[config.mk]
export PLATFORM = sky130hd
export DESIGN_NAME = rpeq_front_flat
export DESIGN_NICKNAME = d
export VERILOG_FILES = /design/src/rtl/rpeq_pkg.sv /design/src/rtl/rpeq_ifs.sv /design/src/rtl/rpeq_front.sv /design/src/flat_wrapper.sv
export SDC_FILE = /design/constraint.sdc
export NUM_CORES = 1
export LEC_CHECK = 0
export ABC_AREA = 1
export BUFFER_PORTS_ARGS = -buffer_cell sky130_fd_sc_hd__buf_2
export CAP_MARGIN = 10
export CORE_ASPECT_RATIO = 0.6
export CORE_MARGIN = 2
export CORE_UTILIZATION = 30
export DETAILED_ROUTE_END_ITERATION = 10
export PLACE_DENSITY_LB_ADDON = 0.25
export SYNTH_ARGS = -nofsm -noshare
export SYNTH_HDL_FRONTEND = slang
export SYNTH_SLANG_ARGS = --single-unit
[constraint.sdc]
create_clock -name vclk -period 4
set_clock_uncertainty 0.05 [all_clocks]
set_input_delay 0.6 -clock vclk [all_inputs]
set_output_delay 0.6 -clock vclk [all_outputs]
set_load 0.1 [all_outputs]
[src/rtl/rpeq_pkg.sv]
// Shared types, constants and the summary merge function for the range
// prefix excursion query block. No dependencies.
`timescale 1ns / 1ps

package rpeq_pkg;

  localparam int MAX_LEN    = 1024;
  localparam int LEAF_BITS  = $clog2(MAX_LEN);
  localparam int NODE_BITS  = LEAF_BITS + 1;
  localparam int NODE_COUNT = 2 * MAX_LEN;
  localparam int POS_W      = 11;
  localparam int VAL_W      = 31;
  localparam int DIFF_W     = VAL_W + 1;
  localparam int EXC_W      = 42;
  localparam int NET_W      = 43;

  localparam logic CMD_LOAD  = 1'b0;
  localparam logic CMD_QUERY = 1'b1;

  typedef struct packed {
    logic [EXC_W-1:0]        rise;
    logic [EXC_W-1:0]        fall;
    logic signed [NET_W-1:0] net;
  } summary_t;

  typedef struct packed {
    logic             cmd;
    logic [POS_W-1:0] position;
    logic [VAL_W-1:0] first_value;
    logic [VAL_W-1:0] second_value;
    logic [POS_W-1:0] range_start;
    logic [POS_W-1:0] range_end;
  } req_word_t;

  typedef struct packed {
    logic [EXC_W-1:0] answer;
    logic             impossible;
  } rsp_word_t;

  // Classified job: for a load, lo is the leaf node; for a query, lo/hi are
  // the leaf nodes bounding the range (lo > hi means empty).
  typedef struct packed {
    logic                 is_query;
    logic [NODE_BITS-1:0] lo;
    logic [NODE_BITS-1:0] hi;
    summary_t             leaf;
  } job_t;

  function automatic summary_t combine(summary_t a, summary_t b);
    logic signed [NET_W:0] up;
    logic signed [NET_W:0] down;
    summary_t r;
    up   = (NET_W+1)'(a.net) + $signed({2'b00, b.rise});
    down = $signed({2'b00, b.fall}) - (NET_W+1)'(a.net);
    r.rise = ($signed({2'b00, a.rise}) > up) ? a.rise : up[EXC_W-1:0];
    r.fall = ($signed({2'b00, a.fall}) > down) ? a.fall : down[EXC_W-1:0];
    r.net  = a.net + b.net;
    return r;
  endfunction

endpackage

[src/rtl/rpeq_ifs.sv]
// Handshake channels of the range prefix excursion query block.
// Depends on rpeq_pkg.
`timescale 1ns / 1ps

interface rpeq_req_if;
  logic                 valid;
  logic                 ready;
  rpeq_pkg::req_word_t  payload;
  modport source (output valid, output payload, input ready);
  modport sink   (input valid, input payload, output ready);
endinterface


[src/rtl/rpeq_front.sv]
// Front end: accepts request words, clamps query bounds, drops out-of-range
// loads and builds leaf summaries. Depends on rpeq_pkg, rpeq_ifs.
`timescale 1ns / 1ps

module rpeq_front (
  rpeq_req_if.sink        req,
  input  logic            full,
  output logic            push,
  output rpeq_pkg::job_t  job
);
  import rpeq_pkg::*;

  logic [POS_W-1:0]         lo_c;
  logic [POS_W-1:0]         hi_c;
  logic signed [DIFF_W-1:0] diff;
  logic                     keep;

  always_comb begin
    lo_c = (req.payload.range_start == '0) ? POS_W'(1) : req.payload.range_start;
    hi_c = (req.payload.range_end > POS_W'(MAX_LEN)) ? POS_W'(MAX_LEN)
                                                     : req.payload.range_end;
    diff = $signed({1'b0, req.payload.first_value})
         - $signed({1'b0, req.payload.second_value});

    job.is_query = (req.payload.cmd == CMD_QUERY);
    job.leaf.rise = (diff > 0) ? EXC_W'(diff) : '0;
    job.leaf.fall = (diff < 0) ? EXC_W'(-diff) : '0;
    job.leaf.net  = NET_W'(diff);
    if (req.payload.cmd == CMD_QUERY) begin
      keep = 1'b1;
      if (lo_c > hi_c) begin
        // empty range: bounds that end the walk at once
        job.lo = NODE_BITS'(1);
        job.hi = '0;
      end else begin
        job.lo = NODE_BITS'(lo_c + POS_W'(MAX_LEN - 1));
        job.hi = NODE_BITS'(hi_c + POS_W'(MAX_LEN - 1));
      end
    end else begin
      keep   = (req.payload.position != '0) &&
               (req.payload.position <= POS_W'(MAX_LEN));
      job.lo = NODE_BITS'(req.payload.position + POS_W'(MAX_LEN - 1));
      job.hi = '0;
    end
  end

  assign req.ready = !full;
  assign push      = req.valid && !full && keep;

endmodule

[src/flat_wrapper.sv]
// flat-port wrapper written by rule: the top's interface ports become plain ports
module rpeq_front_flat import rpeq_pkg::*;
  (full, push, job, req_valid, req_payload, req_ready);
  rpeq_req_if req_i ();
  input  logic full;
  output logic push;
  output rpeq_pkg::job_t job;
  input wire logic [$bits(req_i.valid)-1:0] req_valid;
  input wire logic [$bits(req_i.payload)-1:0] req_payload;
  output wire logic [$bits(req_i.ready)-1:0] req_ready;
  assign req_i.valid = req_valid;
  assign req_i.payload = req_payload;
  assign req_ready = req_i.ready;
  rpeq_front u_core (.req(req_i), .full(full), .push(push), .job(job));
endmodule
==> impl_results.html <==
<table>
<tr><th>Metric</th><th>Value</th></tr>
<tr><th colspan="2">Die</th></tr>
<tr><td>Height of the die</td><td>107 µm</td></tr>
<tr><td>Width of the die</td><td>176 µm</td></tr>
<tr><td>Die Outline Area</td><td>18900 µm²</td></tr>
<tr><td>Starting density of the core</td><td>30.9%</td></tr>
<tr><td># IOs</td><td>250</td></tr>
<tr><td># rows</td><td>37</td></tr>
<tr><td>Total core area</td><td>17300 µm²</td></tr>
<tr><th colspan="2">Drt</th></tr>
<tr><td>DRC</td><td>0</td></tr>
<tr><td>DR vias/cell</td><td>4.55</td></tr>
<tr><td>Initial detailed-routing violation count</td><td>453</td></tr>
<tr><td>Remaining antenna violation count</td><td>0</td></tr>
<tr><td>Average wire per cell in the routed design</td><td>13.8 µm</td></tr>
<tr><td>Total wirelength of the detailed-routed design</td><td>21800 µm</td></tr>
<tr><td>First-pass iteration count of the detailed router</td><td>5</td></tr>
<tr><td>Count of vias placed by the detailed router</td><td>7214</td></tr>
<tr><th colspan="2">Pwr</th></tr>
<tr><td>VDD IR max</td><td>175 µV</td></tr>
<tr><td>Pwr per Cell Area</td><td>365 nW/µm²</td></tr>
<tr><td>Leakage</td><td>0.00492 µW</td></tr>
<tr><th colspan="2">Layout</th></tr>
<tr><td>Total number of sequential cells</td><td>0</td></tr>
<tr><td>Clock buffer count in the final layout</td><td>0</td></tr>
<tr><td>Area taken by flip-flops and latches</td><td>0 µm²</td></tr>
<tr><td>Finished Core Util</td><td>54.3%</td></tr>
<tr><td># nets final</td><td>1497</td></tr>
<tr><td>Antenna cells</td><td>0</td></tr>
<tr><td>Proportion of layout cells with a drive suffix above 1</td><td>40.4%</td></tr>
<tr><td>FILL cells</td><td>1748</td></tr>
<tr><td>Area growth, synth to finish</td><td>75.5%</td></tr>
<tr><th colspan="2">Setup path</th></tr>
<tr><td>Total buffers and inverters traversed by the critical path</td><td>4</td></tr>
<tr><td>Critical Path AT</td><td>3270 ps</td></tr>
<tr><td>Sort of element at the end of the critical path</td><td>primary output</td></tr>
<tr><td>Required time of the critical path</td><td>3350 ps</td></tr>
<tr><td>Setup Crit Path Kind</td><td>input port to primary output</td></tr>
<tr><td>Maximum fanout count along the critical path</td><td>4</td></tr>
<tr><td>CP Cell Sequence</td><td>buf_8 -&gt; inv_8 -&gt; ha_4 -&gt; fa_2 -&gt; ha_4 -&gt; inv_4 -&gt; nor2_4 -&gt; nand3_2 -&gt; nor2_2 -&gt; nand2_2 -&gt; nor2_4 -&gt; nand2_4 -&gt; nor2_4 -&gt; nand2_2 -&gt; nor2_4 -&gt; nand2_2 -&gt; nor2_2 -&gt; nor2_2 -&gt; nor2_4 -&gt; buf_12</td></tr>
<tr><td>Sort of element at the start of the critical path</td><td>input port</td></tr>
<tr><td>Cell at the slowest stage of the critical path</td><td>sky130_fd_sc_hd__fa_2</td></tr>
<tr><td>Largest delay contributor family on the critical path</td><td>simple AND/OR/NAND/NOR gates</td></tr>
<tr><td>Largest stage delay on the critical path</td><td>610 ps</td></tr>
<tr><td>Dominant cell type by count on the critical path</td><td>sky130_fd_sc_hd__nor2_4</td></tr>
<tr><th colspan="2">Min path</th></tr>
<tr><td>Class of the tightest hold or removal check</td><td>input port to primary output</td></tr>
<tr><th colspan="2">Place</th></tr>
<tr><td># port buffers</td><td>229</td></tr>
<tr><td>Half-perimeter wire length of the detailed placement result</td><td>19300 µm</td></tr>
<tr><td>Placer's final routability congestion estimate</td><td>0.939</td></tr>
<tr><th colspan="2">STA</th></tr>
<tr><td>Final Hold Fails</td><td>0</td></tr>
<tr><td>Share of the cycle needed by the critical path after routing</td><td>97.9%</td></tr>
<tr><td>Peak Freq</td><td>0.255 GHz</td></tr>
<tr><td>Fin crit period</td><td>3920 ps</td></tr>
<tr><td>Slew margin rel.</td><td>64.9%</td></tr>
<tr><td>Setup-failing EPs final</td><td>0</td></tr>
<tr><td>RSZ-0062 raised after global routing</td><td>yes</td></tr>
<tr><td>Transition time at the pin with the least slew margin</td><td>522 ps</td></tr>
<tr><td>Total negative slack</td><td>0 ps</td></tr>
<tr><td>Number of max-slew violations in the final report</td><td>0</td></tr>
<tr><th colspan="2">GRT</th></tr>
<tr><td>Total GRT Usage</td><td>22.0%</td></tr>
<tr><td>Number of global-route vias before repair</td><td>6559</td></tr>
<tr><td>Global-route wire length before repair</td><td>33800 µm</td></tr>
<tr><td>Antenna violations before repair</td><td>0</td></tr>
<tr><td>Sum of overflow across all layers after global routing</td><td>0</td></tr>
<tr><td>Maximum number of pins on one net before global-route repair</td><td>29</td></tr>
<tr><th colspan="2">Synth</th></tr>
<tr><td>Count of distinct cell types in the synthesized netlist</td><td>42</td></tr>
<tr><td>Gate count of the mapped netlist</td><td>1095</td></tr>
<tr><td>Syn avg cell area</td><td>4.88 µm²</td></tr>
<tr><td>Sequential fraction of the synthesis area</td><td>0%</td></tr>
<tr><td>Post-synthesis cell area</td><td>5340 µm²</td></tr>
<tr><td>Total of warnings raised by yosys</td><td>0</td></tr>
<tr><th colspan="2">Status</th></tr>
<tr><td>Status</td><td>complete, no violations</td></tr>
<tr><th colspan="2">Clock tree</th></tr>
<tr><td>Quantity of hold-fixing buffers added after cts</td><td>0</td></tr>
<tr><th colspan="2">Job</th></tr>
<tr><td>Number of max-capacitance violations reported</td><td>0</td></tr>
</table>
-- synth_stat cells --
master	number	area [µm²]
sky130_fd_sc_hd__nand3_4	1	17.5
sky130_fd_sc_hd__a21o_1	1	7.51
sky130_fd_sc_hd__and2_1	1	6.26
sky130_fd_sc_hd__or4_1	1	7.51
sky130_fd_sc_hd__nor3_2	4	40.0
sky130_fd_sc_hd__a21oi_1	36	180
sky130_fd_sc_hd__buf_2	1	5.00
sky130_fd_sc_hd__inv_2	20	75.1
sky130_fd_sc_hd__nand3_2	4	40.0
sky130_fd_sc_hd__buf_4	33	248
sky130_fd_sc_hd__nor3_1	22	110
sky130_fd_sc_hd__nor2_1	155	582
sky130_fd_sc_hd__nor4_1	1	6.26
sky130_fd_sc_hd__a211oi_1	3	22.5
sky130_fd_sc_hd__clkbuf_1	14	52.6
sky130_fd_sc_hd__nand2_2	29	181
sky130_fd_sc_hd__a21boi_0	2	15.0
sky130_fd_sc_hd__nand2_4	1	11.3
sky130_fd_sc_hd__o21ai_0	23	115
sky130_fd_sc_hd__buf_1	1	3.75
sky130_fd_sc_hd__nor2_2	21	131
sky130_fd_sc_hd__a21oi_2	2	17.5
sky130_fd_sc_hd__conb_1	1	3.75
sky130_fd_sc_hd__o22ai_1	2	12.5
sky130_fd_sc_hd__ha_1	46	576
sky130_fd_sc_hd__o21a_1	1	7.51
sky130_fd_sc_hd__nand3b_1	4	30.0
sky130_fd_sc_hd__buf_8	2	30.0
sky130_fd_sc_hd__fa_1	1	20.0
sky130_fd_sc_hd__nor2_4	6	67.6
sky130_fd_sc_hd__a31oi_1	2	12.5
sky130_fd_sc_hd__o21bai_1	4	30.0
sky130_fd_sc_hd__xor2_1	14	123
sky130_fd_sc_hd__clkinv_1	3	11.3
sky130_fd_sc_hd__nand4_1	11	68.8
sky130_fd_sc_hd__or2_2	5	31.3
sky130_fd_sc_hd__and3_1	1	6.26
sky130_fd_sc_hd__nand3_1	64	320
sky130_fd_sc_hd__clkinv_2	1	5.00
sky130_fd_sc_hd__xnor2_1	9	78.8
sky130_fd_sc_hd__nand2_1	347	1300
sky130_fd_sc_hd__inv_1	195	732
-- cell families after synthesis --
logic type                 after synthesis  synth area share (%)
and+or+nand+nor                        678                  55.4
buffers and inverters                  270                  21.8
AOI/OAI and AO/OA                       76                  7.87
adders and majority gates               47                  11.1
xor gates and xnor gates                23                  3.77
other                                    1                0.0702
-- where the power goes --
| part | switching [µW] | internal [µW] | leakage [µW] |
|---|---|---|---|
| Combinational | 2450 | 970 | 0.00492 |
| Clock | 0 | 0 | 0 |
| Sequential | 0 | 0 | 0 |
| Total | 2450 | 970 | 0.00492 |
-- tightest hold or removal path, delay by kind of cell --
family   cells  cell delay (ps)
buf+inv      3              400
-- path summary, 6_finish.rpt --
path       startpoint        end  cells past startpoint
max   req_payload[53]    job[73]                     20
min              full  req_ready                      3
-- what timing repair did --
item                       4_1_cts  5_1_grt
resized for setup                7       93
setup endpoints to repair       32       74
pin swaps                        1       24
setup buffers                    0       17
cloned                           2        0
-- final cells by class --
cell class | instances | area, µm² | area share [%]
inverter | 219 | 845 | 9.01
timing repair buffer | 286 | 2960 | 31.6
multi-input combinational | 845 | 5280 | 56.3
tap | 234 | 293 | 3.12
-- metal layers --
metal / GRT usage (%) / part of all wire (%) / up-vias / wire length [µm]
li1: - / - / 3788 / -
met1: 36.1 / 54 / 3158 / 11800
met2: 31.1 / 38 / 256 / 8300
met3: 2.37 / 7.2 / 12 / 1580
met4: 1.30 / 0.63 / 0 / 138
met5: 0 / 0 / - / 0
-- cell usage in the layout (no fill, tap or decap), types with 4 or more instances in the layout --
master | Yosys | layout
sky130_fd_sc_hd__conb_1 | 1 | 21
sky130_fd_sc_hd__nand2_4 | 1 | 8
sky130_fd_sc_hd__nand2_2 | 29 | 50
sky130_fd_sc_hd__nor2_1 | 155 | 91
sky130_fd_sc_hd__nor3_1 | 22 | 14
sky130_fd_sc_hd__nor3_2 | 4 | 4
sky130_fd_sc_hd__nand2_1 | 347 | 316
sky130_fd_sc_hd__buf_12 | 0 | 89
sky130_fd_sc_hd__nand4_1 | 11 | 11
sky130_fd_sc_hd__ha_2 | 0 | 12
sky130_fd_sc_hd__nor3_4 | 0 | 8
sky130_fd_sc_hd__inv_2 | 20 | 20
sky130_fd_sc_hd__o21bai_1 | 4 | 4
sky130_fd_sc_hd__a21oi_4 | 0 | 8
sky130_fd_sc_hd__inv_1 | 195 | 190
sky130_fd_sc_hd__or2_2 | 5 | 5
sky130_fd_sc_hd__nor2_2 | 21 | 35
sky130_fd_sc_hd__xor2_1 | 14 | 14
sky130_fd_sc_hd__o21ai_2 | 0 | 10
sky130_fd_sc_hd__o21ai_0 | 23 | 10
sky130_fd_sc_hd__xnor2_1 | 9 | 9
sky130_fd_sc_hd__nand3_1 | 64 | 60
sky130_fd_sc_hd__buf_2 | 1 | 142
sky130_fd_sc_hd__nand3b_1 | 4 | 4
sky130_fd_sc_hd__nor2_4 | 6 | 56
sky130_fd_sc_hd__ha_1 | 46 | 26
sky130_fd_sc_hd__ha_4 | 0 | 8
sky130_fd_sc_hd__buf_4 | 33 | 49
sky130_fd_sc_hd__a21oi_2 | 2 | 7
sky130_fd_sc_hd__a21oi_1 | 36 | 23
sky130_fd_sc_hd__nand3_2 | 4 | 8
-- per-stage QoR --
stage	hold WS, ps	setup WS, ps	power, µW	area [µm²]	cells
2_1_floorplan	1360	-487	2380	6120	1115
3_3_place_gp	1540	-10.6	3290	8820	1565
3_5_place_dp	1560	-90.9	3310	8820	1565
4_1_cts	1560	13.6	3340	8900	1567
5_1_grt	1570	-83.7	3580	9380	1584
6_report	1550	83.9	3420	9380	1584
Power figures use the tool's default switching activity.
