### config.mk
export PLATFORM = sky130hd
export DESIGN_NAME = rpeq_queue
export DESIGN_NICKNAME = d
export VERILOG_FILES = /design/src/rtl/rpeq_pkg.sv /design/src/rtl/rpeq_queue.sv
export SDC_FILE = /design/constraint.sdc
export NUM_CORES = 1
export LEC_CHECK = 0
export ABC_AREA = 1
export BUFFER_PORTS_ARGS = -buffer_cell sky130_fd_sc_hd__buf_4
export CORE_AREA = 4 4 162 164
export CTS_CLUSTER_SIZE = 24
export DETAILED_ROUTE_END_ITERATION = 8
export DIE_AREA = 0 0 166 168
export GPL_TIMING_DRIVEN = 1
export PLACE_DENSITY = 0.8
export SLEW_MARGIN = 20
export SYNTH_ARGS = -nofsm -noshare
export SYNTH_HDL_FRONTEND = slang
export SYNTH_SLANG_ARGS = --single-unit
### constraint.sdc
create_clock -name clk -period 14.2 [get_ports clk]
set_input_delay 3.55 -clock clk [delete_from_list [all_inputs] [get_ports clk]]
set_output_delay 3.55 -clock clk [all_outputs]
set_load 0.005 [all_outputs]
### src/rtl/rpeq_pkg.sv
// Shared types, constants and the summary merge function for the range
// prefix excursion query block. No dependencies.
`timescale 1ns / 1ps

package rpeq_pkg;

  localparam int MAX_LEN    = 1024;
  localparam int LEAF_BITS  = $clog2(MAX_LEN);
  localparam int NODE_BITS  = LEAF_BITS + 1;
  localparam int NODE_COUNT = 2 * MAX_LEN;
  localparam int POS_W      = 11;
  localparam int VAL_W      = 31;
  localparam int DIFF_W     = VAL_W + 1;
  localparam int EXC_W      = 42;
  localparam int NET_W      = 43;

  localparam logic CMD_LOAD  = 1'b0;
  localparam logic CMD_QUERY = 1'b1;

  typedef struct packed {
    logic [EXC_W-1:0]        rise;
    logic [EXC_W-1:0]        fall;
    logic signed [NET_W-1:0] net;
  } summary_t;

  typedef struct packed {
    logic             cmd;
    logic [POS_W-1:0] position;
    logic [VAL_W-1:0] first_value;
    logic [VAL_W-1:0] second_value;
    logic [POS_W-1:0] range_start;
    logic [POS_W-1:0] range_end;
  } req_word_t;

  typedef struct packed {
    logic [EXC_W-1:0] answer;
    logic             impossible;
  } rsp_word_t;

  // Classified job: for a load, lo is the leaf node; for a query, lo/hi are
  // the leaf nodes bounding the range (lo > hi means empty).
  typedef struct packed {
    logic                 is_query;
    logic [NODE_BITS-1:0] lo;
    logic [NODE_BITS-1:0] hi;
    summary_t             leaf;
  } job_t;

  function automatic summary_t combine(summary_t a, summary_t b);
    logic signed [NET_W:0] up;
    logic signed [NET_W:0] down;
    summary_t r;
    up   = (NET_W+1)'(a.net) + $signed({2'b00, b.rise});
    down = $signed({2'b00, b.fall}) - (NET_W+1)'(a.net);
    r.rise = ($signed({2'b00, a.rise}) > up) ? a.rise : up[EXC_W-1:0];
    r.fall = ($signed({2'b00, a.fall}) > down) ? a.fall : down[EXC_W-1:0];
    r.net  = a.net + b.net;
    return r;
  endfunction

endpackage

### src/rtl/rpeq_queue.sv
// Two-entry job queue between front and back end. Depends on rpeq_pkg.
`timescale 1ns / 1ps

module rpeq_queue (
  input  logic            clk,
  input  logic            rst,
  input  logic            push,
  input  rpeq_pkg::job_t  push_job,
  output logic            full,
  input  logic            pop,
  output logic            avail,
  output rpeq_pkg::job_t  head
);
  import rpeq_pkg::*;

  job_t       slot [2];
  logic       wr_ptr;
  logic       rd_ptr;
  logic [1:0] count;

  always_ff @(posedge clk) begin
    if (rst) begin
      wr_ptr <= 1'b0;
      rd_ptr <= 1'b0;
      count  <= '0;
    end else begin
      if (push) begin
        slot[wr_ptr] <= push_job;
        wr_ptr       <= !wr_ptr;
      end
      if (pop) rd_ptr <= !rd_ptr;
      count <= count + 2'(push) - 2'(pop);
    end
  end

  assign full  = (count == 2'd2);
  assign avail = (count != 2'd0);
  assign head  = slot[rd_ptr];

endmodule

==> results of run 1 <==
-- routing by layer --
layer / global-route usage, % / vias to the layer above / routed length (um)
li1: - / 2635 / -
met1: 17.8 / 2792 / 8360
met2: 28.2 / 227 / 12000
met3: 5.21 / 34 / 1800
met4: 4.66 / 0 / 502
met5: 0 / - / 0
-- state kept, by name, indices dropped and copies added (netlist names), named ones only --
| name | count |
|---|---|
| count | 2 |
| rd_ptr | 1 |
| slot | 300 |
| wr_ptr | 1 |
-- placed cells by master (no fill, tap or decap), drive strengths merged --
cell type | Yosys | layout
buf | 17 | 313
a21oi | 2 | 2
inv | 8 | 8
mux2 | 150 | 150
ha | 2 | 2
xnor2 | 1 | 1
nand3 | 1 | 1
clkbuf | 0 | 43
dfxtp | 5 | 5
nand2 | 6 | 6
nor3 | 1 | 1
edfxtp | 300 | 300
clkinv | 0 | 17
nor2 | 6 | 6
clkinvlp | 0 | 1
-- final timing paths --
check	startpoint	to	slack [ns]	cells past startpoint
hold reg to reg	wr_ptr	wr_ptr	0.49	2
setup reg to reg	wr_ptr	slot[0][107]	11.91	5
hold / removal	wr_ptr	wr_ptr	0.49	2
setup / recovery	register	head[40]	7.92	3
-- power breakdown --
part | switching, mW | internal (mW) | leakage, nW
Combinational | 0.0819 | 0.128 | 2.53
Clock | 0.320 | 0.472 | 0.511
Sequential | 0.0122 | 1.02 | 2.80
Total | 0.414 | 1.62 | 5.84
-- cell type report --
cell class                      instances  share of cell area, %
Clock buffer                           43                   6.27
Clock inverter                         18                  0.571
Inverter                                8                  0.199
Multi-Input combinational cell        169                   14.4
Sequential cell                       305                   60.3
Tap cell                              330                   2.73
Timing Repair Buffer                  313                   15.5
-- logic make-up (layout without fill, tap and decap cells) --
group	Yosys count	after routing	share of synthesized area [%]
xor gates and xnor gates	1	1	0.0764
buffers and inverters	25	382	1.69
adders and majority gates	2	2	0.218
and+or+nand+nor	14	14	0.480
muxes	150	150	18.0
AOI/OAI and AO/OA	2	2	0.0873
DFF	305	305	79.4
-- stage by stage --
| stage | instances | utilization (%) |
|---|---|---|
| floorplan | 499 | - |
| finish | 1186 | 60.8 |
| global route | 1186 | 60.8 |
| CTS | 1186 | 60.8 |
| global placement | 1125 | 56.6 |
| detailed placement | 1125 | 56.6 |
-- worst max-delay path, stage by stage, from the launching register on --
cell and delay (ns):
dfxtp_4 0.74, buf_4 0.83, mux2_2 0.44, buf_4 0.14
==> run_results.csv, run 1 <==
group,metric,value,unit
run_status,status,"complete, no violations",
grt,grt_pass1_vias,6186,
synthesis,yosysWarnings,0,
placed_design,place_congestion,0.792,
synthesis,ys_ff_latch,305,
die,num_rows,58,
sta,layout_min_cycle_time,6.28,ns
power_and_ir_drop,powerDensity,135,mW/mm^2
sta,hold_viol,0,
grt,grt_first_pass_wirelength,34400,um
sta,rsz0062_at_grt,"no",
sta,tightestPinTransition,0.987,ns
synthesis,yosysUniqueCellTypes,15,
final_layout,drive_gt1_share,59.9,%
cts,cts.clk_slew.worst_paths,0.05,ns
routing,drc,0,
synthesis,syn-cell-area,0.0115,sq mm
synthesis,synthCells,499,
sta,period_share,44.2,%
routing,drt_iter0_drc,417,
power_and_ir_drop,fin_total_pwr,2.04,mW
die,coreArea,0.0249,sq mm
die,chipHeight,168,um
placed_design,post-place-ws,8.37,ns
synthesis,syn_nets,655,
synthesis,synthFlopType,"edfxtp_1",
cts,cts_sinks,305,
worst_setup_path,cp_max_fo,59,
final_layout,finalNetCount,987,
synthesis,synth_edf_count,300,
placed_design,port_buffers,305,
cts,post-cts-setup-buffers,0,
die,die_w,166,um
routing,route.antenna.remaining_nets,0,
die,ios,306,
cts,cts_tree,"yes",
cts,htree_levels,2,
cts,root_buffer,"clkbuf_16",
routing,vias_per_cell,4.80,
placed_design,dp_hpwl,15100,um
sta,fmax,0.159,GHz
sta,hold_slack,0.493,ns
sta,setup_viol,0,
worst_setup_path,required,10.65,ns
die,start_util,46.1,%
synthesis,ys_seq_area_share,79.4,%
grt,grt_antenna_before_repair,0,
final_layout,final_area,0.0151,sq mm
routing,dr.pass1.iters,4,
cts,cts_buffers,34,
min_path,hold_class,"register to register",
final_layout,n_antenna_cell,0,
synthesis,ys_async_sr_fraction,0,%
final_layout,multi_input_area,0.00218,sq mm
worst_setup_path,critPathLaunchType,"register",
synthesis,synth_most_common_cell,"edfxtp_1",
worst_setup_path,crit_arrival,2.73,ns
cts,clock_latency,0.48,ns
routing,vias,5688,
sta,setup_ws,7.92,ns
die,die-area,0.0279,sq mm
power_and_ir_drop,p_leak,5.84,nW
job,cap_violations,0,
synthesis,ys_top_cells_by_area,"edfxtp_1, mux2_4, mux2_2, buf_6, dfxtp_1",
power_and_ir_drop,peakVddDrop,109,uV
final_layout,fill_cells,1799,
worst_setup_path,worstSetupPathType,"register to output pin",
grt,grt_start_max_net_pins,65,
routing,routed_wl,22600,um
cts,cts_resized,0,
grt,grt_usage,15.6,%
sta,skew,0.00542,ns
sta,fin_tns_setup,0,ns
placed_design,dpl_cell_area,0.0141,sq mm
synthesis,syn_avg_cell_area,23.0,sq um
cts,clockBufferDepth,3,
routing,wl_per_cell,19.1,um
synthesis,synth_common_cells,"edfxtp_1, mux2_4, mux2_2",
synthesis,yosys.area.top_type_share,78.6,%
sta,slew_headroom,34.2,%
cts,cts_hold_buf,0,
final_layout,syn_to_final_growth,31.9,%
synthesis,synth_top_area_cell,"edfxtp_1",
worst_setup_path,cp-end-kind,"output pin",
final_layout,regArea,0.00911,sq mm
sta,slew_violations,0,
grt,overflow,0,
Note: power is estimated with default switching activity, not from simulation.
==> run 2: changes to the inputs <==
--- a/config.mk
+++ b/config.mk
@@ -5,7 +5,7 @@
 export SDC_FILE = /design/constraint.sdc
 export NUM_CORES = 1
 export LEC_CHECK = 0
-export ABC_AREA = 1
+export ABC_AREA = 0
 export BUFFER_PORTS_ARGS = -buffer_cell sky130_fd_sc_hd__buf_4
 export CORE_AREA = 4 4 162 164
 export CTS_CLUSTER_SIZE = 24
==> constraint.sdc (replaced) <==
create_clock -name clk -period 5.3 [get_ports clk]
set_input_delay 1.325 -clock clk [delete_from_list [all_inputs] [get_ports clk]]
set_output_delay 1.325 -clock clk [all_outputs]
set_load 0.005 [all_outputs]
==> run 2 against run 1 <==
Synthesized area is essentially flat. Sequential cell count unchanged. Sequential power grew to 2.7 times the previous value. Routed wire length down 1.4%. Sequential share of layout area is 0.080 points higher. Synthesized cell count decreased by 2.2%. Hold slack better by 0.028 ns. Critical path depth unchanged. First-iteration DRC count is 10% lower. Final cell count shrank 1.3%. Count of clock-buffer cells in the layout is 1 lower. Clock power rose to 2.7 times the previous value.
==> run_results.csv, run 2 <==
group,metric,value,unit
sta,setup_viol,0,
die,chipHeight,168,um
sta,slew_violations,0,
sta,fmax,0.281,GHz
worst_setup_path,crit_arrival,2.23,ns
sta,hold_slack,0.520,ns
final_layout,top_regs,"slot: 300 flops, count: 2 flops",
worst_setup_path,worstSetupPathType,"register to output pin",
final_layout,layout_commonest_cell,"buf_4",
final_layout,fill_cells,1814,
synthesis,synthFlopType,"edfxtp_1",
final_layout,largest_register_ffs,300,
placed_design,port_buffers,305,
die,start_util,46.0,%
cts,cts_hold_buf,0,
run_status,status,"complete, no violations",
routing,wl_per_cell,19.1,um
routing,dr.pass1.iters,4,
worst_setup_path,crit_chain,"buf_4, mux2_2, buf_4",
synthesis,synth_top_area_cell,"edfxtp_1",
synthesis,syn-cell-area,0.0115,sq mm
die,coreArea,0.0249,sq mm
synthesis,ys_async_sr_fraction,0,%
synthesis,synthCells,488,
synthesis,yosys.area.top_type_share,78.6,%
power_and_ir_drop,power.net_switching,1.11,mW
worst_setup_path,worstRegToRegCells,2,
sta,rsz0062_at_grt,"no",
synthesis,ys_ff_latch,305,
grt,grt_start_max_net_pins,92,
die,num_rows,58,
routing,drt_iter0_drc,375,
synthesis,syn_avg_cell_area,23.5,sq um
worst_setup_path,critPathLaunchType,"register",
cts,post-cts-setup-buffers,0,
sta,slew_headroom,30.8,%
power_and_ir_drop,seqPwrFrac,50.6,%
power_and_ir_drop,power.internal,4.40,mW
power_and_ir_drop,peakVddDrop,310,uV
synthesis,yosysUniqueCellTypes,16,
final_layout,final_area,0.0151,sq mm
routing,vias_per_cell,4.80,
worst_setup_path,timing.rr.start,"wr_ptr",
cts,cts_tree,"yes",
synthesis,ys_seq_area_share,79.5,%
die,die-area,0.0279,sq mm
final_layout,n_antenna_cell,0,
routing,route.antenna.remaining_nets,0,
worst_setup_path,reg2reg_to,"slot[1][63]",
sta,period_share,67.1,%
worst_setup_path,cpMostUsedCell,"buf_4",
grt,grt_first_pass_wirelength,33800,um
grt,grt_pass1_vias,6180,
worst_setup_path,cp_max_fo,59,
power_and_ir_drop,powerDensity,365,mW/mm^2
cts,htree_levels,1,
placed_design,place_congestion,0.750,
final_layout,fin_cells,1170,
cts,cts.clk_slew.worst_paths,0.05,ns
cts,cts_resized,0,
final_layout,layout_common_cells,"buf_4, edfxtp_1, mux2_4",
cts,cts_buffers,31,
final_layout,finalNetCount,971,
sta,tightestPinTransition,1.04,ns
job,cap_violations,0,
min_path,hold_class,"register to register",
cts,cts_sinks,305,
sta,layout_min_cycle_time,3.56,ns
cts,clock_latency,0.54,ns
synthesis,yosysWarnings,0,
placed_design,dp_hpwl,14600,um
power_and_ir_drop,p_comb_share,10.9,%
routing,vias,5613,
routing,routed_wl,22300,um
power_and_ir_drop,switching_share,20.2,%
grt,overflow,0,
cts,clockBufferDepth,3,
routing,drc,0,
placed_design,placed_cells_incl_taps,1112,
final_layout,syn_to_final_growth,31.8,%
grt,grt_usage,15.2,%
die,die_w,166,um
final_layout,regMostFlops,"slot",
worst_setup_path,required,3.97,ns
worst_setup_path,cp-end-kind,"output pin",
synthesis,ys_top_cells_by_area,"edfxtp_1, mux2_4, mux2_2, buf_6, dfxtp_1",
synthesis,synth_edf_count,300,
worst_setup_path,slowest_delay,0.75,ns
worst_setup_path,crit_path_top_delay_cell,"buf_4",
final_layout,drive_gt1_share,61.0,%
placed_design,dpl_cell_area,0.0141,sq mm
min_path,min_from,"rd_ptr",
die,ios,306,
synthesis,syn_nets,644,
power_and_ir_drop,p_leak,5.81,nW
sta,hold_viol,0,
synthesis,synth_common_cells,"edfxtp_1, mux2_4, mux2_2",
min_path,min_path_cells,2,
power_and_ir_drop,pwr-share-clk,38.5,%
synthesis,synth_most_common_cell,"edfxtp_1",
sta,skew,0.0140,ns
grt,grt_antenna_before_repair,0,
worst_setup_path,reg2reg_slack,3.22,ns
cts,root_buffer,"clkbuf_16",
run 2: cell count changes after synthesis, sizes merged, moves of 2 or more:
cell / change
nand2: -6
nor2: -2
inv: -6
a21oi: -2
nor2b: +2
run 2: worst max-delay path, delay by kind of cell, from the launching register on:
| kind | cells | cell delay [ns] |
|---|---|---|
| buf+inv | 2 | 0.89 |
| flops | 1 | 0.35 |
| mux | 1 | 0.43 |
run 2: kinds of logic after synthesis:
kind of cell / count (synthesis) / synth area share (%)
xor+xnor: 3 / 0.349
fa+ha+maj: 2 / 0.218
buf+inv: 19 / 1.50
flops: 305 / 79.5
mux: 150 / 18.0
simple gates: 9 / 0.437
run 2: through the flow:
step           power, mW  setup slack [ns]  util, %  setup TNS [ns]
3_5_place_dp        3.45              2.05     56.6               0
2_1_floorplan       3.14            -0.280        -          -41.93
6_report            5.51              1.74     60.7               0
3_3_place_gp        3.43              2.06     56.6               0
4_1_cts             5.59              1.67     60.7               0
5_1_grt             5.74              1.62     60.7               0
run 2: worst max-delay path by stage:
stage | startpoint | end | depth (start not counted)
floorplan | push | slot[0][0] | 1
global placement | rst | slot[1][134] | 3
detailed placement | rst | slot[1][129] | 3
CTS | register | head[15] | 3
global route | register | head[15] | 3
finish | register | head[15] | 3
run 2: per-layer routing:
layer	track usage [%]	vias to the layer above	share of wire (%)
met5	0	-	0
li1	-	2593	-
met4	5.34	0	3.4
met1	17.7	2727	37
met3	5.14	55	8.6
met2	26.5	238	51
run 2: power groups by stage:
stage / Combinational, mW / Clock (mW) / Sequential (mW)
3_5_place_dp: 0.610 / 0 / 2.84
3_3_place_gp: 0.601 / 0 / 2.83
4_1_cts: 0.614 / 2.19 / 2.79
5_1_grt: 0.647 / 2.30 / 2.79
6_report: 0.601 / 2.12 / 2.79
2_1_floorplan: 0.303 / 0 / 2.83
run 2: layout make-up:
type | instances | area, sq um | area share, %
repair buffers | 311 | 2360 | 15.6
well taps | 330 | 413 | 2.73
clock buffers | 42 | 857 | 5.68
multi-input cells | 164 | 2190 | 14.5
inverters | 2 | 7.51 | 0.0497
flip-flops and latches | 305 | 9110 | 60.3
clock inverters | 16 | 158 | 1.04
==> run 3: changes to the inputs <==
--- a/config.mk
+++ b/config.mk
@@ -5,14 +5,14 @@
 export SDC_FILE = /design/constraint.sdc
 export NUM_CORES = 1
 export LEC_CHECK = 0
-export ABC_AREA = 0
+export ABC_AREA = 1
 export BUFFER_PORTS_ARGS = -buffer_cell sky130_fd_sc_hd__buf_4
-export CORE_AREA = 4 4 162 164
+export CORE_AREA = 4 4 157 159
 export CTS_CLUSTER_SIZE = 24
 export DETAILED_ROUTE_END_ITERATION = 8
-export DIE_AREA = 0 0 166 168
+export DIE_AREA = 0 0 161 163
 export GPL_TIMING_DRIVEN = 1
-export PLACE_DENSITY = 0.8
+export PLACE_DENSITY = 0.82
 export SLEW_MARGIN = 20
 export SYNTH_ARGS = -nofsm -noshare
 export SYNTH_HDL_FRONTEND = slang
==> constraint.sdc (replaced) <==
create_clock -name clk -period 3.54 [get_ports clk]
set_input_delay 0.885 -clock clk [delete_from_list [all_inputs] [get_ports clk]]
set_output_delay 0.885 -clock clk [all_outputs]
set_load 0.005 [all_outputs]
==> run 3 against run 2 <==
Via count up 1.1%. Critical path depth unchanged. Routed wire length is 0.14% higher. Register-to-register slack got worse by 1.5 ns. Setup slack worse by 1.3 ns. Final cell count about the same. Utilization grew 4.4 points. Die area fell by 5.9%. Count of clock-buffer cells in the layout shrank 5.
==> run_results.csv, run 3 (synthesis gave the netlist of run 1 again) <==
group,metric,value,unit
cts,cts_hold_buf,0,
routing,dr.pass1.iters,6,
final_layout,syn_to_final_growth,32.0,%
grt,grt_antenna_before_repair,1,
sta,hold_viol,0,
die,coreArea,0.0233,sq mm
cts,clock_latency,0.54,ns
final_layout,regMostFlops,"slot",
cts,cts_tree,"yes",
grt,grt_usage,16.2,%
run_status,status,"complete, no violations",
cts,root_buffer,"clkbuf_16",
power_and_ir_drop,pwr-share-clk,37.8,%
routing,drt_iter0_drc,262,
placed_design,port_buffers,305,
cts,cts_buffers,30,
placed_design,placed_cells_incl_taps,1116,
sta,slew_headroom,62.5,%
final_layout,fin_cells,1171,
final_layout,drive_gt1_share,60.0,%
sta,slew_violations,0,
sta,layout_min_cycle_time,3.12,ns
job,cap_violations,0,
sta,rsz0062_at_grt,"no",
die,num_rows,56,
grt,grt_pass1_vias,6132,
power_and_ir_drop,power.net_switching,1.62,mW
routing,route.antenna.remaining_nets,0,
power_and_ir_drop,power.internal,6.44,mW
routing,drc,0,
grt,overflow,0,
final_layout,layout_common_cells,"buf_4, edfxtp_1, mux2_4",
worst_setup_path,worstSetupPathType,"register to output pin",
final_layout,largest_register_ffs,300,
routing,vias,5676,
worst_setup_path,critPathLaunchType,"register",
final_layout,top_regs,"slot: 300 flops, count: 2 flops",
cts,clockBufferDepth,3,
min_path,hold_class,"register to register",
die,chipHeight,163,um
power_and_ir_drop,p_leak,5.82,nW
sta,fmax,0.321,GHz
sta,hold_slack,0.476,ns
final_layout,layout_commonest_cell,"buf_4",
cts,htree_levels,1,
power_and_ir_drop,seqPwrFrac,51.6,%
placed_design,place_congestion,0.727,
worst_setup_path,cp-end-kind,"output pin",
worst_setup_path,reg2reg_slack,1.73,ns
routing,vias_per_cell,4.85,
worst_setup_path,required,2.65,ns
cts,post-cts-setup-buffers,0,
die,ios,306,
cts,cts_sinks,305,
die,start_util,49.3,%
sta,setup_viol,0,
grt,grt_start_max_net_pins,79,
cts,cts.clk_slew.worst_paths,0.06,ns
power_and_ir_drop,powerDensity,532,mW/mm^2
worst_setup_path,crit_arrival,2.23,ns
sta,skew,0.00811,ns
sta,tightestPinTransition,0.561,ns
cts,cts_resized,0,
grt,grt_first_pass_wirelength,33200,um
final_layout,finalNetCount,985,
sta,period_share,88.1,%
power_and_ir_drop,p_comb_share,10.7,%
die,die_w,161,um
die,die-area,0.0262,sq mm
routing,routed_wl,22300,um
routing,wl_per_cell,19.1,um
worst_setup_path,cp_max_fo,32,
power_and_ir_drop,switching_share,20.1,%
power_and_ir_drop,peakVddDrop,463,uV
placed_design,dp_hpwl,15300,um
==> run 3: cell types whose count changed in the layout (fill, tap and decap cells not counted), sizes merged, moves of 3 or more <==
cell / change
clkbuf: -5
nand2: +6
inv: +5
buf: +4
clkinvlp: +3
==> run 3: power groups by stage <==
stage               Clock, mW  Combinational (mW)  Sequential [mW]
floorplan                   0               0.433             4.21
CTS                      3.13               0.873             4.15
detailed placement          0               0.868             4.23
finish                   3.04               0.859             4.15
global route             3.28               0.920             4.16
global placement            0               0.852             4.22
==> run 3: final cells by class <==
type / count / area, sq um
inverter: 8 / 30.0
tap: 319 / 399
sequential: 305 / 9110
timing repair buffer: 315 / 2440
antenna: 1 / 2.50
clock buffer: 37 / 798
clock inverter: 17 / 159
fill: 1574 / 8130
multi-input combinational: 169 / 2190
==> run 3: final timing paths <==
kind,cells after the start,startpoint,endpoint
setup / recovery,3,register,head[47]
hold / removal,2,wr_ptr,wr_ptr
setup reg to reg,4,wr_ptr,slot[0][105]
hold reg to reg,2,wr_ptr,wr_ptr
==> run 3: per-stage QoR <==
stage / utilization [%] / worst slack (ns) / TNS (ns) / area [sq um] / power, mW
2_1_floorplan: - / -1.37 / -210.75 / 11500 / 4.65
3_3_place_gp: 60.9 / 1.01 / 0 / 14200 / 5.07
3_5_place_dp: 60.9 / 0.975 / 0 / 14200 / 5.10
4_1_cts: 65.0 / 0.379 / 0 / 15100 / 8.16
5_1_grt: 65.0 / 0.336 / 0 / 15100 / 8.36
6_report: 65.0 / 0.421 / 0 / 15100 / 8.05
==> run 3: worst max-delay path, stage by stage, from the launching register on <==
cell     delay (ns)
dfxtp_4        0.69
buf_4          0.44
mux2_2         0.40
buf_4          0.14
==> run 3: routing by layer <==
layer | track usage [%] | up-vias | wire, um
met2 | 29.0 | 243 | 11600
met5 | 0 | - | 0
met3 | 5.09 | 54 | 1780
met4 | 5.78 | 0 | 837
li1 | - | 2629 | -
met1 | 18.3 | 2750 | 8070
